--- config.mk ---
export PLATFORM = sky130hd
export DESIGN_NAME = wavetable_interpolating_oscillator_core
export DESIGN_NICKNAME = d
export VERILOG_FILES = /design/src/sv/wio_pkg.sv /design/src/sv/wio_ram.sv /design/src/sv/wio_mod.sv /design/src/sv/wavetable_interpolating_oscillator_core.sv
export SDC_FILE = /design/constraint.sdc
export NUM_CORES = 1
export LEC_CHECK = 0
export ABC_AREA = 0
export BUFFER_PORTS_ARGS = -buffer_cell sky130_fd_sc_hd__buf_4
export CORE_AREA = 10 10 357 290
export CTS_BUF_LIST = sky130_fd_sc_hd__clkbuf_16
export DETAILED_ROUTE_END_ITERATION = 8
export DIE_AREA = 0 0 367 300
export PLACE_DENSITY = 0.59
export REMOVE_ABC_BUFFERS = 1
export SKIP_LAST_GASP = 1
export SYNTH_ARGS = -nofsm -noshare
export SYNTH_HDL_FRONTEND = slang
export SYNTH_SLANG_ARGS = --single-unit
--- constraint.sdc ---
create_clock -name clock -period 13.9 [get_ports clock]
set_clock_uncertainty 0.2 [all_clocks]
set_input_delay 2.085 -clock clock [delete_from_list [all_inputs] [get_ports clock]]
set_output_delay 2.085 -clock clock [all_outputs]
set_load 0.03 [all_outputs]
--- src/sv/wio_pkg.sv ---
// Shared types and constants for the wavetable oscillator core.
// No dependencies; the top level and the checker import this package.
`timescale 1ns / 1ps

package wio_pkg;

   // default storage parameters
   localparam int DEF_TABLE_DEPTH   = 32;
   localparam int DEF_FRACTION_BITS = 16;

   // fixed field widths
   localparam int OP_W         = 1;
   localparam int INDEX_W      = 5;
   localparam int SAMPLE_W     = 16;
   localparam int TABLE_SIZE_W = 6;
   localparam int INC_W        = 21;
   localparam int CSR_IDX_W    = 2;
   localparam int CSR_DATA_W   = 21;

   // request opcodes
   localparam logic [OP_W-1:0] OP_TICK  = 1'b0;
   localparam logic [OP_W-1:0] OP_WRITE = 1'b1;

   // register indexes
   localparam logic [CSR_IDX_W-1:0] CSR_TABLE_SIZE = 2'd0;
   localparam logic [CSR_IDX_W-1:0] CSR_PHASE_INC  = 2'd1;
   localparam logic [CSR_IDX_W-1:0] CSR_WRAP_MODE  = 2'd2;

   // register reset values
   localparam logic [TABLE_SIZE_W-1:0] TABLE_SIZE_RESET = 6'd32;
   localparam logic [INC_W-1:0]        PHASE_INC_RESET  = '0;
   localparam logic                    WRAP_MODE_RESET  = 1'b0;

   // wrap modes
   localparam logic WRAP_CONTINUOUS    = 1'b0;
   localparam logic WRAP_DISCONTINUOUS = 1'b1;

   typedef enum logic [2:0] {
      ST_IDLE,
      ST_MOD,
      ST_RD_CUR,
      ST_RD_NEXT,
      ST_RD_ALT,
      ST_MUL,
      ST_OUT
   } osc_state_type;

endpackage

--- src/sv/wio_ram.sv ---
// Generic single-write, single-read synchronous RAM with registered read data.
// No dependencies.
`timescale 1ns / 1ps

module wio_ram #(
   parameter int WIDTH = 16,
   parameter int DEPTH = 32
) (
   input  logic                     clock,
   input  logic                     we,
   input  logic [$clog2(DEPTH)-1:0] waddr,
   input  logic [WIDTH-1:0]         wdata,
   input  logic [$clog2(DEPTH)-1:0] raddr,
   output logic [WIDTH-1:0]         rdata
);

   logic [WIDTH-1:0] mem_ff [DEPTH];
   logic [WIDTH-1:0] rdata_ff;

   always_ff @(posedge clock) begin
      if (we) begin
         mem_ff[waddr] <= wdata;
      end
      rdata_ff <= mem_ff[raddr];
   end

   assign rdata = rdata_ff;

endmodule

--- src/sv/wio_mod.sv ---
// Bit-serial restoring modulo unit: remainder of dividend by divisor,
// one dividend bit per cycle. Depends on nothing.
`timescale 1ns / 1ps

module wio_mod #(
   parameter int VAL_W = 7,
   parameter int DIV_W = 6
) (
   input  logic             clock,
   input  logic             reset,
   input  logic             start,
   input  logic [VAL_W-1:0] dividend,
   input  logic [DIV_W-1:0] divisor,
   output logic             done,
   output logic [DIV_W-1:0] remainder
);

   localparam int CNT_W = $clog2(VAL_W + 1);

   logic             busy_ff, busy_in;
   logic             done_ff, done_in;
   logic [CNT_W-1:0] cnt_ff, cnt_in;
   logic [VAL_W-1:0] val_ff, val_in;
   logic [DIV_W-1:0] rem_ff, rem_in;
   logic [DIV_W:0]   trial;

   // shift next dividend bit into the partial remainder
   assign trial = {rem_ff, val_ff[VAL_W-1]};

   always_comb begin
      busy_in = busy_ff;
      done_in = 1'b0;
      cnt_in  = cnt_ff;
      val_in  = val_ff;
      rem_in  = rem_ff;
      if (start) begin
         busy_in = 1'b1;
         cnt_in  = CNT_W'(VAL_W);
         val_in  = dividend;
         rem_in  = '0;
      end else if (busy_ff) begin
         val_in = {val_ff[VAL_W-2:0], 1'b0};
         cnt_in = cnt_ff - CNT_W'(1);
         if (trial >= {1'b0, divisor}) begin
            rem_in = DIV_W'(trial - {1'b0, divisor});
         end else begin
            rem_in = trial[DIV_W-1:0];
         end
         if (cnt_ff == CNT_W'(1)) begin
            busy_in = 1'b0;
            done_in = 1'b1;
         end
      end
   end

   always_ff @(posedge clock) begin
      if (reset) begin
         busy_ff <= 1'b0;
         done_ff <= 1'b0;
         cnt_ff  <= '0;
      end else begin
         busy_ff <= busy_in;
         done_ff <= done_in;
         cnt_ff  <= cnt_in;
      end
      val_ff <= val_in;
      rem_ff <= rem_in;
   end

   assign done      = done_ff;
   assign remainder = rem_ff;

endmodule

--- src/sv/wavetable_interpolating_oscillator_core.sv ---
// Top level of the wavetable oscillator with linear interpolation.
// Depends on wio_pkg, wio_ram and wio_mod.
`timescale 1ns / 1ps

// Usage
// - Request channel (req_*): op selects a tick or a table write. A write stores
//   entry_value at entry_index (indexes at or above TABLE_DEPTH are dropped)
//   and yields no response. A tick advances the phase (5.16 at the defaults)
//   and yields exactly one response carrying the interpolated sample.
// - Response channel (rsp_*): valid/ready; one output register holds the
//   sample, so a waiting response does not block new requests.
// - CSR port: csr_we/csr_index/csr_wdata write table_size, phase_increment and
//   wrap_mode. Write only while no tick is in flight.
// - Sequence: after a tick is accepted, the position wrap runs one bit per
//   cycle in wio_mod over the VW-bit dividend (VW is 7 at the defaults); then
//   three reads through the single read port of the table RAM and one
//   multiply follow before rsp_valid rises.
// - Throughput: a new tick is taken only once the last one has left ST_OUT;
//   one write per cycle while idle. req_ready is high only between ticks.
// - Reset: position and fraction clear, registers take their reset values.
//   Table contents are not cleared; read only entries already written.
// - Stall: if rsp_ready stays low, a finished tick waits in its last state
//   until the output register frees; writes are still taken meanwhile only
//   when no tick is pending.
module wavetable_interpolating_oscillator_core #(
   parameter int TABLE_DEPTH   = wio_pkg::DEF_TABLE_DEPTH,
   parameter int FRACTION_BITS = wio_pkg::DEF_FRACTION_BITS
) (
   input  logic                                  clock,
   input  logic                                  reset,
   input  logic                                  req_valid,
   output logic                                  req_ready,
   input  logic [wio_pkg::OP_W-1:0]              req_op,
   input  logic [wio_pkg::INDEX_W-1:0]           req_entry_index,
   input  logic signed [wio_pkg::SAMPLE_W-1:0]   req_entry_value,
   output logic                                  rsp_valid,
   input  logic                                  rsp_ready,
   output logic signed [wio_pkg::SAMPLE_W-1:0]   rsp_sample_out,
   input  logic                                  csr_we,
   input  logic [wio_pkg::CSR_IDX_W-1:0]         csr_index,
   input  logic [wio_pkg::CSR_DATA_W-1:0]        csr_wdata
);

   import wio_pkg::*;

   localparam int PW  = $clog2(TABLE_DEPTH);          // table address width
   localparam int EW  = $clog2(TABLE_DEPTH + 1);      // effective size width
   localparam int SW  = ((INC_W > FRACTION_BITS) ? INC_W : FRACTION_BITS) + 1;
   localparam int CW  = SW - FRACTION_BITS;           // integer carry width
   localparam int VW  = ((PW > CW) ? PW : CW) + 1;    // modulo dividend width
   localparam int PRW = SAMPLE_W + 2 + FRACTION_BITS; // slope * fraction

   // configuration registers
   logic [TABLE_SIZE_W-1:0] table_size_ff;
   logic [INC_W-1:0]        phase_inc_ff;
   logic                    wrap_mode_ff;

   // oscillator state and pipeline registers
   osc_state_type             state_ff, state_in;
   logic [PW-1:0]             pos_ff;
   logic [FRACTION_BITS-1:0]  frac_ff;
   logic signed [SAMPLE_W-1:0] cur_ff;
   logic signed [SAMPLE_W-1:0] opb_ff;
   logic signed [PRW-1:0]     prod_ff, prod_in;
   logic                      rsp_valid_ff;
   logic signed [SAMPLE_W-1:0] rsp_data_ff, rsp_data_in;

   // control
   logic          accept;
   logic          mod_start;
   logic          mod_done;
   logic [EW-1:0] mod_rem;
   logic          cur_load, opb_load, prod_load, out_load, out_free;
   logic [PW-1:0] ram_raddr;
   logic [SAMPLE_W-1:0] ram_rdata;
   logic          ram_we;
   logic [PW-1:0] ram_waddr;

   // datapath helpers
   logic [31:0]            size_full;
   logic [31:0]            index_full;
   logic [EW-1:0]          size_eff;
   logic [SW-1:0]          phase_sum;
   logic [CW-1:0]          carry;
   logic [VW-1:0]          dividend;
   logic                   at_last;
   logic                   slope_alt;
   logic [PW-1:0]          next_addr;
   logic signed [SAMPLE_W-1:0] op_a, op_b;
   logic signed [SAMPLE_W:0]   slope;
   logic signed [FRACTION_BITS:0] frac_s;
   logic signed [PRW-1:0]  shifted;

   // ---------------------------------------------------------------- CSRs
   always_ff @(posedge clock) begin
      if (reset) begin
         table_size_ff <= TABLE_SIZE_RESET;
         phase_inc_ff  <= PHASE_INC_RESET;
         wrap_mode_ff  <= WRAP_MODE_RESET;
      end else if (csr_we) begin
         unique case (csr_index)
            CSR_TABLE_SIZE: table_size_ff <= csr_wdata[TABLE_SIZE_W-1:0];
            CSR_PHASE_INC:  phase_inc_ff  <= csr_wdata[INC_W-1:0];
            CSR_WRAP_MODE:  wrap_mode_ff  <= csr_wdata[0];
            default: ;
         endcase
      end
   end

   // effective table size: clamp to [2, TABLE_DEPTH]
   always_comb begin
      if (32'(table_size_ff) < 32'd2) begin
         size_full = 32'd2;
      end else if (32'(table_size_ff) > 32'(TABLE_DEPTH)) begin
         size_full = 32'(TABLE_DEPTH);
      end else begin
         size_full = 32'(table_size_ff);
      end
   end
   assign size_eff = size_full[EW-1:0];

   // ---------------------------------------------------------------- phase
   assign phase_sum = SW'(phase_inc_ff) + SW'(frac_ff);
   assign carry     = phase_sum[SW-1:FRACTION_BITS];
   assign dividend  = VW'(pos_ff) + VW'(carry);

   // ---------------------------------------------------------------- table
   assign accept     = req_valid && req_ready;
   assign index_full = 32'(req_entry_index);
   assign ram_we     = accept && (req_op == OP_WRITE) && (index_full < 32'(TABLE_DEPTH));
   assign ram_waddr  = index_full[PW-1:0];

   wio_ram #(
      .WIDTH (SAMPLE_W),
      .DEPTH (TABLE_DEPTH)
   ) u_ram (
      .clock (clock),
      .we    (ram_we),
      .waddr (ram_waddr),
      .wdata (req_entry_value),
      .raddr (ram_raddr),
      .rdata (ram_rdata)
   );

   wio_mod #(
      .VAL_W (VW),
      .DIV_W (EW)
   ) u_mod (
      .clock     (clock),
      .reset     (reset),
      .start     (mod_start),
      .dividend  (dividend),
      .divisor   (size_eff),
      .done      (mod_done),
      .remainder (mod_rem)
   );

   // neighbor selection at the last entry
   assign at_last   = 32'(pos_ff) == (32'(size_eff) - 32'd1);
   assign slope_alt = at_last && (wrap_mode_ff == WRAP_DISCONTINUOUS);
   assign next_addr = at_last ? '0 : pos_ff + PW'(1);

   // ---------------------------------------------------------------- FSM
   always_comb begin
      state_in = state_ff;
      unique case (state_ff)
         ST_IDLE: begin
            if (req_valid && (req_op == OP_TICK)) begin
               state_in = ST_MOD;
            end
         end
         ST_MOD: begin
            if (mod_done) begin
               state_in = ST_RD_CUR;
            end
         end
         ST_RD_CUR:  state_in = ST_RD_NEXT;
         ST_RD_NEXT: state_in = ST_RD_ALT;
         ST_RD_ALT:  state_in = ST_MUL;
         ST_MUL:     state_in = ST_OUT;
         ST_OUT: begin
            if (out_free) begin
               state_in = ST_IDLE;
            end
         end
         default: state_in = ST_IDLE;
      endcase
   end

   assign out_free = !rsp_valid_ff || rsp_ready;

   always_comb begin
      req_ready = 1'b0;
      mod_start = 1'b0;
      ram_raddr = pos_ff;
      cur_load  = 1'b0;
      opb_load  = 1'b0;
      prod_load = 1'b0;
      out_load  = 1'b0;
      unique case (state_ff)
         ST_IDLE: begin
            req_ready = 1'b1;
            mod_start = req_valid && (req_op == OP_TICK);
         end
         ST_MOD:    ;
         ST_RD_CUR: ram_raddr = pos_ff;
         ST_RD_NEXT: begin
            ram_raddr = next_addr;   // entry 0 when wrapping
            cur_load  = 1'b1;
         end
         ST_RD_ALT: begin
            ram_raddr = PW'(1);      // only used in discontinuous wrap
            opb_load  = 1'b1;
         end
         ST_MUL:    prod_load = 1'b1;
         ST_OUT:    out_load  = out_free;
         default:   ;
      endcase
   end

   // ---------------------------------------------------------------- math
   // discontinuous wrap: slope = entry[0] - entry[1]
   assign op_a    = slope_alt ? opb_ff : cur_ff;
   assign op_b    = slope_alt ? $signed(ram_rdata) : opb_ff;
   assign slope   = {op_a[SAMPLE_W-1], op_a} - {op_b[SAMPLE_W-1], op_b};
   assign frac_s  = {1'b0, frac_ff};
   assign prod_in = slope * frac_s;

   // arithmetic shift floors toward minus infinity
   assign shifted     = prod_ff >>> FRACTION_BITS;
   assign rsp_data_in = cur_ff - shifted[SAMPLE_W-1:0];

   always_ff @(posedge clock) begin
      if (reset) begin
         state_ff     <= ST_IDLE;
         pos_ff       <= '0;
         frac_ff      <= '0;
         rsp_valid_ff <= 1'b0;
      end else begin
         state_ff <= state_in;
         if (mod_start) begin
            frac_ff <= phase_sum[FRACTION_BITS-1:0];
         end
         if (mod_done) begin
            pos_ff <= mod_rem[PW-1:0];
         end
         if (out_load) begin
            rsp_valid_ff <= 1'b1;
         end else if (rsp_ready) begin
            rsp_valid_ff <= 1'b0;
         end
      end
      if (cur_load) begin
         cur_ff <= ram_rdata;
      end
      if (opb_load) begin
         opb_ff <= ram_rdata;
      end
      if (prod_load) begin
         prod_ff <= prod_in;
      end
      if (out_load) begin
         rsp_data_ff <= rsp_data_in;
      end
   end

   assign rsp_valid      = rsp_valid_ff;
   assign rsp_sample_out = rsp_data_ff;

endmodule

### After elaboration in Yosys (flattened, before gate mapping)

Memory sizes are Yosys's and may differ from the RTL's. A register that Yosys moved wholly into a read port is not among the register bits.
Cells that the tools add are included.
Widths: inputs -> output; s select.

* add/sub/neg operators: 8
* multiply operators: 1
* $lt $le $gt $ge: 4
* eq/ne operators: 13
* muxes and demuxes: 29
* bitwise operators: 2
* reductions and logical operators: 16

Operators with widths (number)
* $eq 5x32->1: 1
* $mul 17x17->32: 1
* $mux 16: 2
* $add 21x16->22: 1
* $pmux 3 s7: 1
* $mux 6: 3
* $sub 16x16->17: 1
* $sub 16x16->16: 1
* $mux 3: 5
* $mux 1: 14
* $mux 7: 2
* $pmux 5 s2: 1
* $eq 3x3->1 const B: 3
* $add 5x6->7: 1
* $ge 7x6->1: 1
* $sub 6x1->7 const B: 1
* $eq 3x1->1 const B: 2
* $eq 3x2->1 const B: 2
* $gt 6x6->1 const B: 1
* $lt 5x6->1 const B: 1
* $lt 6x2->1 const B: 1
* $reduce_and 2->1: 3
* $sub 6x6->6: 1
* $add 5x1->5 const B: 1
* 15 further kinds: 22

* flip-flop bits (word level): 151
* memory bits (writable): 512
* memories: 1

Memories
* u_ram.mem_ff: words 32, bits a word 16, rd ports 1, clocked after memory_dff 1, write ports 1, line wio_ram.sv:17 `logic [WIDTH-1:0] mem_ff [DEPTH];`

### Depth between registers and ports, before layout

* depth after elaboration: 9
* mapped depth: 45

### Cells and area by module

Synthesis repeated with hierarchy kept, for this count alone.

* cell total of the unflattened synthesis: 3207
* area, all modules: 39113.8 um^2

Modules (own cells, without submodules)
* wio_ram: instances 1, cells each 1143, area each 20535.9 um^2, seq. area each 15695.1 um^2
* wavetable_interpolating_oscillator_core: instances 1, cells each 1947, area each 17474.3 um^2, seq. area each 2982.9 um^2
* wio_mod: instances 1, cells each 117, area each 1103.6 um^2, seq. area each 430.4 um^2

### Worst setup path after synthesis

No wires, ideal clock.

* kind: reg-to-reg
* from: register table_size_ff[2]
* to: register prod_ff[31] (data pin)
* setup time: 268 ps
* arrival time: 10549 ps
* slack: 2884 ps
* stages on the path, launching flop included: 43
* path buffers: 3
* clock period less this slack: 11016 ps
* path through: dfxtp_1 > or4_4 > nand2_1 > ha_1 > xor2_1 > xnor2_1 > nor4_4 > and3_1 > buf_4 > nand2_1 > buf_1 > mux2i_1 > ha_1 > inv_1 > fa_1 > a211o_1 > a21oi_1 > o21ai_0 > (+7 left out) > fa_1 > fa_1 > fa_1 > inv_1 > fa_1 > fa_1 > inv_1 > fa_1 > inv_1 > ha_1 > and3_1 > a221o_1 > a21oi_1 > a21oi_1 > o31a_1 > o21a_1 > a31oi_1 > xnor3_1

* longest elaborated chain between the ends: 9
* elaborated cells on any way between the ends: 11
* classes of those cells: add/sub: 2; mul: 1; order compare: 2; eq/ne: 1; mux: 4; reduce/logical: 1

Ends and longest elaborated chain
* start, declared: line wavetable_interpolating_oscillator_core.sv:54 `logic [TABLE_SIZE_W-1:0] table_size_ff;`
* start signal, assigned: line wavetable_interpolating_oscillator_core.sv:102 `CSR_TABLE_SIZE: table_size_ff <= csr_wdata[TABLE_SIZE_W-1:0];`
* $gt 6x6->1: line wavetable_interpolating_oscillator_core.sv:114 `end else if (32'(table_size_ff) > 32'(TABLE_DEPTH)) begin`
* $mux 6: line wavetable_interpolating_oscillator_core.sv:114
* $mux 6 *: line wavetable_interpolating_oscillator_core.sv:112 `if (32'(table_size_ff) < 32'd2) begin`
* $sub 6x1->7 *: line wavetable_interpolating_oscillator_core.sv:159 `assign at_last = 32'(pos_ff) == (32'(size_eff) - 32'd1);`
* $eq 5x32->1 *: line wavetable_interpolating_oscillator_core.sv:159
* $logic_and 1x1->1 *: line wavetable_interpolating_oscillator_core.sv:160 `assign slope_alt = at_last && (wrap_mode_ff == WRAP_DISCONTINUOUS);`
* $mux 16, on equally long branches: line wavetable_interpolating_oscillator_core.sv:223, wavetable_interpolating_oscillator_core.sv:224
* $sub 16x16->17 *: line wavetable_interpolating_oscillator_core.sv:225 `assign slope = {op_a[SAMPLE_W-1], op_a} - {op_b[SAMPLE_W-1], op_b};`
* $mul 17x17->32 *: line wavetable_interpolating_oscillator_core.sv:227 `assign prod_in = slope * frac_s;`
* named net prod_in[31]: line wavetable_interpolating_oscillator_core.sv:64 `logic signed [PRW-1:0] prod_ff, prod_in;`
* end signal, assigned: line wavetable_interpolating_oscillator_core.sv:260 `prod_ff <= prod_in;`
* end, declared: line wavetable_interpolating_oscillator_core.sv:64

The timed path passes the listed nets; every way through them passes the cells marked *.
A chain may end at the register's enable or synchronous reset.

### Worst setup path in the final report

* from: register table_size_ff[4]
* to: register prod_ff[31] (data pin)

Same word-level chain as after synthesis.

==> impl_results.md <==
* Outcome: finished, final reports clean
* TritonRoute pass-1 iters at 5
* Layout fillers at 8917
* Die ar. at 110100 um2
* Slew margin rel. at 26.16%
* Post-CTS Resized at 0
* CTS Hold Buffers Added at 0
* Routability cong. at 0.8291
* Crit path buffers/inverters at 3
* Worst setup path class: reg -> reg
* Crit path depth at 38
* Post-CTS Setup Inserts at 0
* Post-synthesis mux area share at 3.638%
* Tcrit/Tclk final at 90.40%
* I/O pin cnt at 68
* Final core occ at 45.09%
* Max Fclk at 79.58 MHz
* Maximum fanout along the worst path at 21
* Routed WL per cell at 21.50 um
* Clk Latency, worst-skew pair at 0.64 ns
* XOR/XNOR Fraction of Synth Area at 1.953%
* Max-Cap Viols at 0
* Placeable core area at 96230 um2
* R2R cell count at 38
* Clock tree sinks at 663
* Chip width at 367 um
* RSZ-0062 raised after global routing: false
* CP max-delay cell: fa_1
* Startpoint Class: flop
* Fin nets at 3888
* Total CTS buffers at 75
* CP required at 14.06 ns
* Top_reg_cell synth: edfxtp_1
* Antenna Cells at 0
* Congestion Overflow GR at 0
* Gate Count Post-Synth at 3394
* Tot GR Track Use at 18.39%
* Slew @ Worst Pin at 1.102 ns
* Max VDD drop at 0.0001180 V
* Sequential cell area at 19110 um2
* Largest family of logic cells by synthesized area: adder cells
* Clock root buffer: clkbuf_16
* Number of global-route vias before repair at 25560
* Initial antenna violation count at 0
* Fin crit period at 12.57 ns
* Crit path largest cell delay at 0.77 ns
* Post-detailed-routing wire length at 103000 um
* Die height at 300 um
* Synth Register Bits at 663
* Vias per inst at 5.416
* Layout area overhead at 11.06%
* Critical path's top delay family: adder cells
* CTS Buffer Depth at 3
* Leakage dissipation at 0.01703 uW
* DRC Markers at 0
* Setup slack, reg-to-reg at 1.33 ns
* Synth Area in Simple Gates at 12.85%
* Final Setup Violations at 0
* Half-perimeter wire length after placement at 69430 um
* Input/output buffers at 67
* Netlist cell types at 82
* Initial Util at 40.60%
* Area of the multi-input gates at 17810 um2
* Clock Pin Slew Worst Setup and Hold Paths at 0.06 ns
* Count of flip-flops with a built-in enable after synthesis at 583
* Vias after detailed routing at 25940
* Hold path cells at 0
* Total power at 4331 uW
* Final ANT Viol Nets at 0
* Htree depth at 3
* Final setup TNS at 0 ns
* Synth Area in Compound Gates at 8.752%
* Syn Area/Cell at 11.51 um2
* Iteration-0 DRC Markers at 2566
* CP endpoint kind: flop
* CP arrival at 12.72 ns
* Row count at 102
* Fin. Hold Viols at 0
* Syn Std Cell Area at 39070 um2
* Ys Warns at 0
* CTS tree: built
* Most frequent CP cell: fa_1
* Pwr/cell area at 99.82 nW/um2
* Proportion of layout cells with a drive suffix above 1 at 8.942%
* Register area share after synthesis at 48.90%
* Post-Synth Adder-Cell Area at 18.18%
* Largest net degree at the start of global routing at 126
* First-pass GRT wire length at 157900 um
* FFs w/ async S/R, synth at 0%
* Final Slew Violations at 0
* Hold WC Path Type: reg -> reg
[where the power goes]
group          switching [uW]  internal (uW)  total, uW  leakage (uW)
registers                15.5           2180       2200       0.00591
logic                     146           82.4        228       0.00989
clock network             835           1070       1910       0.00123
[cells in the mapped netlist, types with 25 or more instances]
cell	count	area share (%)
nand2_1	494	4.7
and2_1	111	1.8
nor2b_1	35	0.56
nand4_1	36	0.58
mux2i_1	124	3.2
xnor2_1	57	1.3
nand3_1	137	1.8
a221oi_1	84	1.9
dfxtp_1	80	4.1
edfxtp_1	583	45
fa_1	266	14
o22ai_1	31	0.50
buf_2	34	0.44
nor2_1	107	1.0
and3_1	42	0.67
a31oi_1	28	0.45
inv_1	360	3.5
o21ai_0	59	0.76
ha_1	142	4.5
a21oi_1	118	1.5
xor2_1	25	0.56
clkbuf_1	117	1.1
[final timing paths]
check / endpoint / startpoint
worst max-delay path: prod_ff[31]$_DFFE_PN_ / table_size_ff[4]$_SDFFE_PP0P_
worst min-delay path: cur_ff[13]$_DFFE_PP_ / u_ram.rdata[13]$_DFF_P_
worst max register to register: prod_ff[31]$_DFFE_PN_ / table_size_ff[4]$_SDFFE_PP0P_
worst min register to register: cur_ff[13]$_DFFE_PP_ / u_ram.rdata[13]$_DFF_P_
[routing by layer]
layer	global-route usage [%]	share of wire [%]
met1	27.25	46
met2	26.78	42
met3	4.367	9.3
met4	4.770	2.6
met5	0	0
[sequential cells by signal, summed over array words and instances, names as in the netlist, 7 cells and up]
name and count:
cur_ff 16, frac_ff 16, opb_ff 16, phase_inc_ff 21, prod_ff 16, rsp_sample_out 16
u_mod.val_ff 7, u_ram.mem_ff 512, u_ram.rdata 16
[cells in the final DEF, fill, tap and decap left out, types with 20 or more instances in the layout]
master | netlist | routed
and2_1 | 111 | 110
nand2_1 | 494 | 493
fa_1 | 266 | 266
inv_1 | 360 | 376
nor2b_1 | 35 | 35
clkbuf_16 | 0 | 75
a21oi_1 | 118 | 118
edfxtp_1 | 583 | 583
nor2_1 | 107 | 106
a31oi_1 | 28 | 28
dfxtp_1 | 80 | 80
o21ai_0 | 59 | 59
nand4_1 | 36 | 36
nor3_1 | 21 | 20
buf_4 | 19 | 148
o22ai_1 | 31 | 31
and3_1 | 42 | 42
xnor2_1 | 57 | 53
ha_1 | 142 | 142
mux2i_1 | 124 | 124
a221oi_1 | 84 | 84
nand3_1 | 137 | 137
xor2_1 | 25 | 24
a211oi_1 | 24 | 24
[through the flow]
step	std cells	setup slack [ns]	hold slack (ns)	instance area [um2]
finish	4789	1.334	0.2484	43390
global placement	4653	1.781	0.2420	41030
floorplan	3204	1.333	0.2217	38190
global route	4789	0.3697	0.2633	43390
detailed placement	4653	1.421	0.2439	41030
CTS	4789	1.353	0.2531	43390
[cell type report]
class	instances	share of cell area [%]
Sequential cell	663	44.04
Multi-Input combinational cell	2181	41.04
Clock buffer	75	4.325
Tap cell	1300	3.748
Inverter	360	3.114
Timing Repair Buffer	149	2.607
Clock inverter	61	1.130
[worst register-to-register path: cells and delay by family, from the launching register on]
| kind | cells | cell delay, ns |
|---|---|---|
| AOI/OAI and AO/OA | 16 | 4.38 |
| xor gates and xnor gates | 1 | 0.40 |
| muxes | 1 | 0.40 |
| DFF | 1 | 0.42 |
| buffers and inverters | 3 | 0.45 |
| adders and majority gates | 10 | 4.41 |
| and+or+nand+nor | 7 | 1.60 |
[logic make-up (layout without fill, tap and decap cells)]
group,after synthesis,in the layout
compound gates,487,487
xor+xnor,84,84
fa+ha+maj,408,408
buf+inv,550,645
flops,663,663
mux,140,140
simple gates,1062,1062
No activity file was read; power rests on OpenSTA's default activity.
